File: src/hw/rtl/brb_pkg.sv
`timescale 1ns / 1ps

package brb_pkg;

    // Buffer geometry.
    localparam int DEPTH         = 16;
    localparam int MAX_CONSUMERS = 8;
    localparam int DATA_W        = 16;
    localparam int PTR_W         = $clog2(DEPTH);
    localparam int CONS_W        = $clog2(MAX_CONSUMERS);
    localparam int CNT_W         = $clog2(MAX_CONSUMERS + 1);

    // Fixed port widths.
    localparam int ID_W     = 3;
    localparam int SLOT_W   = 4;
    localparam int STATUS_W = 2;
    localparam int CFG_W    = 4;

    // Operation codes.
    localparam logic OP_PUSH = 1'b0;
    localparam logic OP_POP  = 1'b1;

    // Status codes.
    localparam logic [STATUS_W-1:0] ST_OK    = 2'd0;
    localparam logic [STATUS_W-1:0] ST_FULL  = 2'd1;
    localparam logic [STATUS_W-1:0] ST_EMPTY = 2'd2;

    // Commands from the controller to the datapath.
    typedef struct packed {
        logic load;
        logic exec;
    } cmd_t;

endpackage

File: src/hw/rtl/brb_ctrl.sv
`timescale 1ns / 1ps

module brb_ctrl
(
    input  logic          clk,
    input  logic          rst_n,
    input  logic          in_valid,
    output logic          in_stall,
    output logic          out_valid,
    input  logic          out_stall,
    output brb_pkg::cmd_t cmd
);

    localparam logic S_IDLE = 1'b0;
    localparam logic S_EXEC = 1'b1;

    logic state_reg;
    logic state_next;
    logic out_valid_reg;
    logic out_valid_next;
    logic accept;
    logic exec;

    // A new word is taken only in idle; execution waits for a free output slot.
    assign in_stall = (state_reg != S_IDLE);
    assign accept   = in_valid && !in_stall;
    assign exec     = (state_reg == S_EXEC) && (!out_valid_reg || !out_stall);

    // Next state and output valid.
    always_comb
    begin
        state_next     = state_reg;
        out_valid_next = out_valid_reg;
        if (out_valid_reg && !out_stall)
        begin
            out_valid_next = 1'b0;
        end
        case (state_reg)
            S_IDLE:
            begin
                if (accept)
                begin
                    state_next = S_EXEC;
                end
            end
            S_EXEC:
            begin
                if (exec)
                begin
                    state_next     = S_IDLE;
                    out_valid_next = 1'b1;
                end
            end
            default:
            begin
                state_next = S_IDLE;
            end
        endcase
    end

    always_ff @(posedge clk or negedge rst_n)
    begin
        if (!rst_n)
        begin
            state_reg     <= S_IDLE;
            out_valid_reg <= 1'b0;
        end
        else
        begin
            state_reg     <= state_next;
            out_valid_reg <= out_valid_next;
        end
    end

    assign out_valid = out_valid_reg;
    assign cmd.load  = accept;
    assign cmd.exec  = exec;

endmodule

File: src/hw/rtl/brb_datapath.sv
`timescale 1ns / 1ps

module brb_datapath
(
    input  logic                                clk,
    input  logic                                rst_n,
    input  brb_pkg::cmd_t                       cmd,
    input  logic                                cfg_write_en,
    input  logic [brb_pkg::CFG_W-1:0]           cfg_write_data,
    input  logic                                opcode,
    input  logic [brb_pkg::ID_W-1:0]            consumer_id,
    input  logic [brb_pkg::DATA_W-1:0]          write_data,
    output logic [brb_pkg::STATUS_W-1:0]        status,
    output logic [brb_pkg::DATA_W-1:0]          read_data,
    output logic [brb_pkg::SLOT_W-1:0]          slot_index
);

    localparam logic [brb_pkg::PTR_W-1:0] LAST_SLOT =
        brb_pkg::PTR_W'(brb_pkg::DEPTH - 1);
    localparam logic [brb_pkg::CNT_W-1:0] MAX_CNT =
        brb_pkg::CNT_W'(brb_pkg::MAX_CONSUMERS);

    // Configuration and latched request.
    logic [brb_pkg::CFG_W-1:0]  consumer_count_reg;
    logic                       op_reg;
    logic [brb_pkg::ID_W-1:0]   id_reg;
    logic [brb_pkg::DATA_W-1:0] wd_reg;

    // Queue state.
    logic [brb_pkg::DATA_W-1:0] slot_mem [brb_pkg::DEPTH];
    logic [brb_pkg::CNT_W-1:0]  readers_due_reg [brb_pkg::DEPTH];
    logic [brb_pkg::PTR_W-1:0]  wp_reg;
    logic [brb_pkg::PTR_W-1:0]  rp_reg [brb_pkg::MAX_CONSUMERS];

    // Result registers.
    logic [brb_pkg::STATUS_W-1:0] status_reg;
    logic [brb_pkg::PTR_W-1:0]    slot_reg;
    logic                         pop_ok_reg;
    logic [brb_pkg::DATA_W-1:0]   rd_data_reg;

    logic [brb_pkg::CNT_W-1:0]    eff_count;
    logic                         id_active;
    logic [brb_pkg::CONS_W-1:0]   id_idx;
    logic [brb_pkg::PTR_W-1:0]    slot_cur;
    logic [brb_pkg::PTR_W-1:0]    slot_adv;
    logic [brb_pkg::CNT_W-1:0]    due_cur;
    logic                         push_ok;
    logic                         pop_ok;
    logic [brb_pkg::STATUS_W-1:0] status_next;

    // Config register, written only in idle by user; not checked.
    always_ff @(posedge clk or negedge rst_n)
    begin
        if (!rst_n)
        begin
            consumer_count_reg <= brb_pkg::CFG_W'(1);
        end
        else if (cfg_write_en)
        begin
            consumer_count_reg <= cfg_write_data;
        end
    end

    // Capture the incoming word.
    always_ff @(posedge clk)
    begin
        if (cmd.load)
        begin
            op_reg <= opcode;
            id_reg <= consumer_id;
            wd_reg <= write_data;
        end
    end

    // Clamp the consumer count into its legal range.
    always_comb
    begin
        if (consumer_count_reg == '0)
        begin
            eff_count = brb_pkg::CNT_W'(1);
        end
        else if (brb_pkg::CNT_W'(consumer_count_reg) > MAX_CNT)
        begin
            eff_count = MAX_CNT;
        end
        else
        begin
            eff_count = brb_pkg::CNT_W'(consumer_count_reg);
        end
    end

    // Slot selection, count check and status.
    assign id_active = ({1'b0, id_reg} < (brb_pkg::ID_W + 1)'(eff_count));
    assign id_idx    = id_reg[brb_pkg::CONS_W-1:0];

    always_comb
    begin
        if (op_reg == brb_pkg::OP_PUSH)
        begin
            slot_cur = wp_reg;
        end
        else if (id_active)
        begin
            slot_cur = rp_reg[id_idx];
        end
        else
        begin
            slot_cur = '0;
        end
    end

    assign slot_adv = (slot_cur == LAST_SLOT) ? '0 : slot_cur + 1'b1;
    assign due_cur  = readers_due_reg[slot_cur];
    assign push_ok  = (op_reg == brb_pkg::OP_PUSH) && (due_cur == '0);
    assign pop_ok   = (op_reg == brb_pkg::OP_POP) && id_active && (due_cur != '0);

    always_comb
    begin
        if (op_reg == brb_pkg::OP_PUSH)
        begin
            status_next = push_ok ? brb_pkg::ST_OK : brb_pkg::ST_FULL;
        end
        else
        begin
            status_next = pop_ok ? brb_pkg::ST_OK : brb_pkg::ST_EMPTY;
        end
    end

    // Counts and pointers.
    always_ff @(posedge clk or negedge rst_n)
    begin
        if (!rst_n)
        begin
            wp_reg <= '0;
            for (int i = 0; i < brb_pkg::DEPTH; i++)
            begin
                readers_due_reg[i] <= '0;
            end
            for (int i = 0; i < brb_pkg::MAX_CONSUMERS; i++)
            begin
                rp_reg[i] <= '0;
            end
        end
        else if (cmd.exec)
        begin
            if (push_ok)
            begin
                readers_due_reg[slot_cur] <= eff_count;
                wp_reg                    <= slot_adv;
            end
            else if (pop_ok)
            begin
                readers_due_reg[slot_cur] <= due_cur - 1'b1;
                rp_reg[id_idx]            <= slot_adv;
            end
        end
    end

    // Word store with registered read.
    always_ff @(posedge clk)
    begin
        if (cmd.exec)
        begin
            if (push_ok)
            begin
                slot_mem[slot_cur] <= wd_reg;
            end
            rd_data_reg <= slot_mem[slot_cur];
        end
    end

    // Result word held until it is taken.
    always_ff @(posedge clk)
    begin
        if (cmd.exec)
        begin
            status_reg <= status_next;
            slot_reg   <= slot_cur;
            pop_ok_reg <= pop_ok;
        end
    end

    assign status     = status_reg;
    assign slot_index = brb_pkg::SLOT_W'(slot_reg);
    assign read_data  = pop_ok_reg ? rd_data_reg : '0;

    // An accepted push arms its slot with the full reader count.
    assert property (@(posedge clk) disable iff (!rst_n)
        cmd.exec && push_ok |=> readers_due_reg[$past(slot_cur)] == $past(eff_count))
        else $error("push did not load the reader count");

    // An accepted pop takes exactly one reader off its slot.
    assert property (@(posedge clk) disable iff (!rst_n)
        cmd.exec && pop_ok |=> readers_due_reg[$past(slot_cur)] == $past(due_cur) - 1'b1)
        else $error("pop did not decrement the reader count");

    // A refused operation leaves the write pointer alone.
    assert property (@(posedge clk) disable iff (!rst_n)
        cmd.exec && !push_ok && !pop_ok |=> $stable(wp_reg))
        else $error("refused operation moved the write pointer");

endmodule

File: src/hw/rtl/broadcast_ring_buffer_top.sv
`timescale 1ns / 1ps
// A word accepted in idle is captured into the request registers; the access step then loads
// the result registers and raises out_valid, waiting while the previous result is still held.
// The capture step and the single slot/count access step run one after the other, and no new
// word is taken until the access step is done; the access step waits while a result is held.
// A new word may be accepted while the previous result still waits on the output.
// Reset clears all reader counts and pointers and sets consumer_count to 1; words are kept.

module broadcast_ring_buffer_top
(
    input  logic                                clk,
    input  logic                                rst_n,
    input  logic                                cfg_write_en,
    input  logic [brb_pkg::CFG_W-1:0]           cfg_write_data,
    input  logic                                in_valid,
    output logic                                in_stall,
    input  logic                                opcode,
    input  logic [brb_pkg::ID_W-1:0]            consumer_id,
    input  logic [brb_pkg::DATA_W-1:0]          write_data,
    output logic                                out_valid,
    input  logic                                out_stall,
    output logic [brb_pkg::STATUS_W-1:0]        status,
    output logic [brb_pkg::DATA_W-1:0]          read_data,
    output logic [brb_pkg::SLOT_W-1:0]          slot_index
);

    brb_pkg::cmd_t cmd;

    // Sequencing of capture, execution and output handshake.
    brb_ctrl u_ctrl
    (
        .clk       (clk),
        .rst_n     (rst_n),
        .in_valid  (in_valid),
        .in_stall  (in_stall),
        .out_valid (out_valid),
        .out_stall (out_stall),
        .cmd       (cmd)
    );

    // Slot store, reader counts and pointers.
    brb_datapath u_datapath
    (
        .clk            (clk),
        .rst_n          (rst_n),
        .cmd            (cmd),
        .cfg_write_en   (cfg_write_en),
        .cfg_write_data (cfg_write_data),
        .opcode         (opcode),
        .consumer_id    (consumer_id),
        .write_data     (write_data),
        .status         (status),
        .read_data      (read_data),
        .slot_index     (slot_index)
    );

endmodule

File: config.mk
export PLATFORM = sky130hd
export DESIGN_NAME = broadcast_ring_buffer_top
export DESIGN_NICKNAME = d
export VERILOG_FILES = /design/src/hw/rtl/brb_pkg.sv /design/src/hw/rtl/brb_ctrl.sv /design/src/hw/rtl/brb_datapath.sv /design/src/hw/rtl/broadcast_ring_buffer_top.sv
export SDC_FILE = /design/constraint.sdc
export NUM_CORES = 1
export LEC_CHECK = 0
export ABC_AREA = 0
export BUFFER_PORTS_ARGS = -buffer_cell sky130_fd_sc_hd__buf_4
export CORE_UTILIZATION = 45
export CTS_CLUSTER_SIZE = 12
export DETAILED_ROUTE_END_ITERATION = 6
export HOLD_SLACK_MARGIN = 0.06
export PLACE_DENSITY_LB_ADDON = 0.05
export SLEW_MARGIN = 20
export SYNTH_ARGS = -nofsm -noshare
export SYNTH_HDL_FRONTEND = slang
export SYNTH_SLANG_ARGS = --single-unit
File: constraint.sdc
create_clock -name clk -period 6.65 [get_ports clk]
set_input_delay 1.995 -clock clk [delete_from_list [all_inputs] [get_ports clk]]
set_output_delay 1.995 -clock clk [all_outputs]
set_load 0.03 [all_outputs]
==> results by group <==
STA
  • Setup TNS: 0 ps
  • Max Fclk: ~170 MHz
  • Max Clock Skew: ~21 ps
  • Worst-margin pin slew: 1086 ps
  • Final Slew Violations: 0
  • Fin. Hold Viols: 0
  • WHS: 481.8 ps
  • RSZ-0062 raised after global routing: false
  • # setup viols final: 0
  • Final period util: 0.9068
  • Max-slew headroom: 0.2759
  • Final min period: 6030 ps
  • Fin worst setup slack: 620.1 ps

Placement
  • Gpl congestion: 0.8247
  • Hpwl dp: 25.57 mm
  • Port Buffers: 52
  • Placement Cell Area: between 15000 and 20000 um^2
  • Place WS: 606.4 ps

Setup path
  • Startpoint type of the worst setup path: flip-flop
  • CP Max Fanout: 25
  • Critical path arrival: 6290 ps
  • Register-to-Register Setup Slack: 620 ps
  • Worst r2r src: u_datapath.id_idx[0]
  • Worst EP required: around 7000 ps
  • Worst Setup EP: u_datapath.slot_mem[8][5]
  • FF-to-FF End: u_datapath.slot_mem[8][5]
  • R2R cell count: 14
  • Kind of critical path: reg2reg
  • Critical path origin: u_datapath.id_idx[0]
  • Crit end category: flip-flop

Power and ir drop
  • Post-layout power: 7.507 mW
  • Power Density: 382.9 nW/um^2
  • Leak Pwr: between 7 and 8 nW
  • VDD IR max: 0.2573 mV

Synth
  • Largest family of logic cells by synthesized area: simple AND/OR/NAND/NOR gates
  • Most area-hungry cell type in the Yosys netlist: edfxtp_1
  • Post-synthesis mux area share: 0.1000
  • Synth unique cells: 70
  • Synth Area in Adders: 0.005807
  • Post-synthesis sequential area ratio: 0.6749
  • Post-synthesis simple-gate area fraction: 0.1133
  • Post-synth EDFFs: roughly 300
  • Synth Register Bits: 405
  • Post-synthesis xor/xnor area fraction: 0.001016
  • Post-Syn Nets: 1302
  • Avg Inst Size Synth: 13.63 um^2
  • Synth area leaders: edfxtp_1, dfrtp_1, nand2_1, mux2_2, a21oi_1
  • Synth warnings: 0
  • Mapped Cells: 1265
  • Compound-Gate Fraction of Synth Area: 0.08261
  • Post-synth top area share: 0.5209
  • Cell Area, Synth: 17240 um^2
  • Post-synth ARST share: 0.2617
  • Most used DFF post-synth: edfxtp_1

Global routing
  • All-Layer GR Usage: 0.2214
  • GR peak layer: met1
  • Initial antenna violation count: 0
  • Met2 Resource Use GR: 0.3236
  • Largest net degree at the start of global routing: ~150
  • Vias in the first global route: 10158
  • Met1 GRT Util: 0.3431
  • Met3 usage: 0.04105
  • GRT overflow: 0
  • First-pass GRT wire length: roughly 65 mm

Layout
  • Area of the multi-input gates: 5265 um^2
  • Layout Cell Area excl Fill: 19610 um^2
  • Fillcell total: 3249
  • Area grow syn2layout: 13.74%
  • Layout cells sized above 1: 0.2247
  • Nets: 1364
  • N_diodes: 0
  • Largest register FFs: between 200 and 300
  • Sequential cell area: 11630 um^2

Clock network
  • Postcts setup bufs: 0
  • CTS resizes: 0
  • Root Driver: clkbuf_16
  • Skew-Pair Late Insertion Delay: 570 ps
  • H-tree Lvls: 2
  • CTS clk-pin slew, worst paths: 60 ps
  • Post-CTS Hold Buffers: 0
  • Clock Path Buffers: 3
  • Clock Sinks: 405
  • CTS tree: done
  • Num CTS Buffers: 45

Route
  • Routed len/inst: 22.31 um
  • ANT nets after route: 0
  • Initial DRC count: 723
  • Via count: 10322
  • DRT Pass-1 Iters: 4
  • DRC: 0
  • Vias per Instance: 5.511
  • Final wirelength: 41.79 mm

Floorplanning
  • Die height: 197.7 um
  • IO Pins: 53
  • Total Die Area: 39090 um^2
  • Placement row count: 71
  • Die X: a little under 200 um
  • Starting Density: 0.4576
  • Total core area: 37670 um^2

Min path
  • HP Start: u_datapath.readers_due_reg[39]
  • Tightest Hold Check Type: reg2reg

Outcome
  • Status: finished clean

Flow run
  • Max-Cap Viols: 0
## where the power goes
part / total, mW / internal, mW / switching (mW)
logic: 2.10 / 0.703 / 1.40
registers: 3.07 / 2.93 / 0.140
clock network: 2.34 / 1.35 / 0.982
total: 7.51 / 4.99 / 2.52
## placed cells by master, fill, tap and decap left out, types with 17 or more instances in the layout
| master | n |
|---|---|
| buf_4 | 82 |
| a21oi_1 | 70 |
| nand3_1 | 37 |
| dfrtp_1 | 105 |
| clkbuf_16 | 47 |
| mux2i_1 | 17 |
| mux2_4 | 18 |
| edfxtp_1 | 299 |
| a32oi_1 | 19 |
| and3_1 | 17 |
| a31oi_1 | 19 |
| mux2_2 | 80 |
| nand2_1 | 310 |
## cell families (layout without fill, tap and decap cells)
family	after synthesis	in the layout
buf+inv	83	180
fa+ha+maj	8	8
simple gates	436	436
compound gates	191	191
xor+xnor	2	2
flops	405	405
mux	140	140
## worst max-delay path: stages, from the launching register on
cell and delay (ps):
edfxtp_1 880, mux4_2 620, mux2_4 300, o211ai_2 130, nand2_4 120, inv_4 280
mux2i_1 380, o22ai_1 140, or4_1 580, inv_1 120, ha_1 220, nand2b_1 170
or4_4 760, nor3_2 690, buf_4 310
## stage by stage
stage,utilization,instances
global route,0.5205,1873
floorplan,-,1265
CTS,0.5205,1873
finish,0.5205,1873
detailed placement,0.4841,1791
global placement,0.4841,1791
## worst min-delay path by stage
stage          slack [ps]                              to  cells past startpoint
2_1_floorplan         450  u_datapath.readers_due_reg[39]                      1
3_3_place_gp          470  u_datapath.readers_due_reg[39]                      1
3_5_place_dp          470  u_datapath.readers_due_reg[39]                      1
4_1_cts               480  u_datapath.readers_due_reg[39]                      1
5_1_grt               500  u_datapath.readers_due_reg[37]                      1
6_report              480  u_datapath.readers_due_reg[39]                      1
## layer usage
layer	share of wire	wire [um]	vias to the layer above
met4	0.014	577	0
met5	0	0	-
met3	0.048	2020	43
li1	-	-	4792
met1	0.50	20730	5241
met2	0.44	18460	246
## synthesized netlist by cell type (3+ instances only)
library cell and number:
nand2_1 310, edfxtp_1 299, dfrtp_1 105, mux2_2 80, a21oi_1 70, clkbuf_1 55, nand3_1 37, a31oi_1 19
a32oi_1 19, mux2_4 18, and3_1 17, mux2i_1 17, and2_1 16, mux2_1 16, nor2_1 16, o221ai_1 16
o21ai_0 12, o22ai_1 11, inv_1 10, nand2b_1 9, ha_1 8, mux4_2 8, buf_6 7, nor2b_1 7
a211oi_4 6, a21oi_4 6, nor3_2 6, a211oi_1 5, buf_2 3, inv_2 3, nor3_1 3, o211a_1 3
o211ai_2 3
## cell type report
type / instances / area share
clock buffer: 64 / 0.06427
sequential: 405 / 0.5933
tap: 511 / 0.03261
inverter: 15 / 0.003063
timing repair buffer: 83 / 0.03242
multi-input combinational: 777 / 0.2686
clock inverter: 18 / 0.005744
No activity file was read; power rests on OpenSTA's default activity.
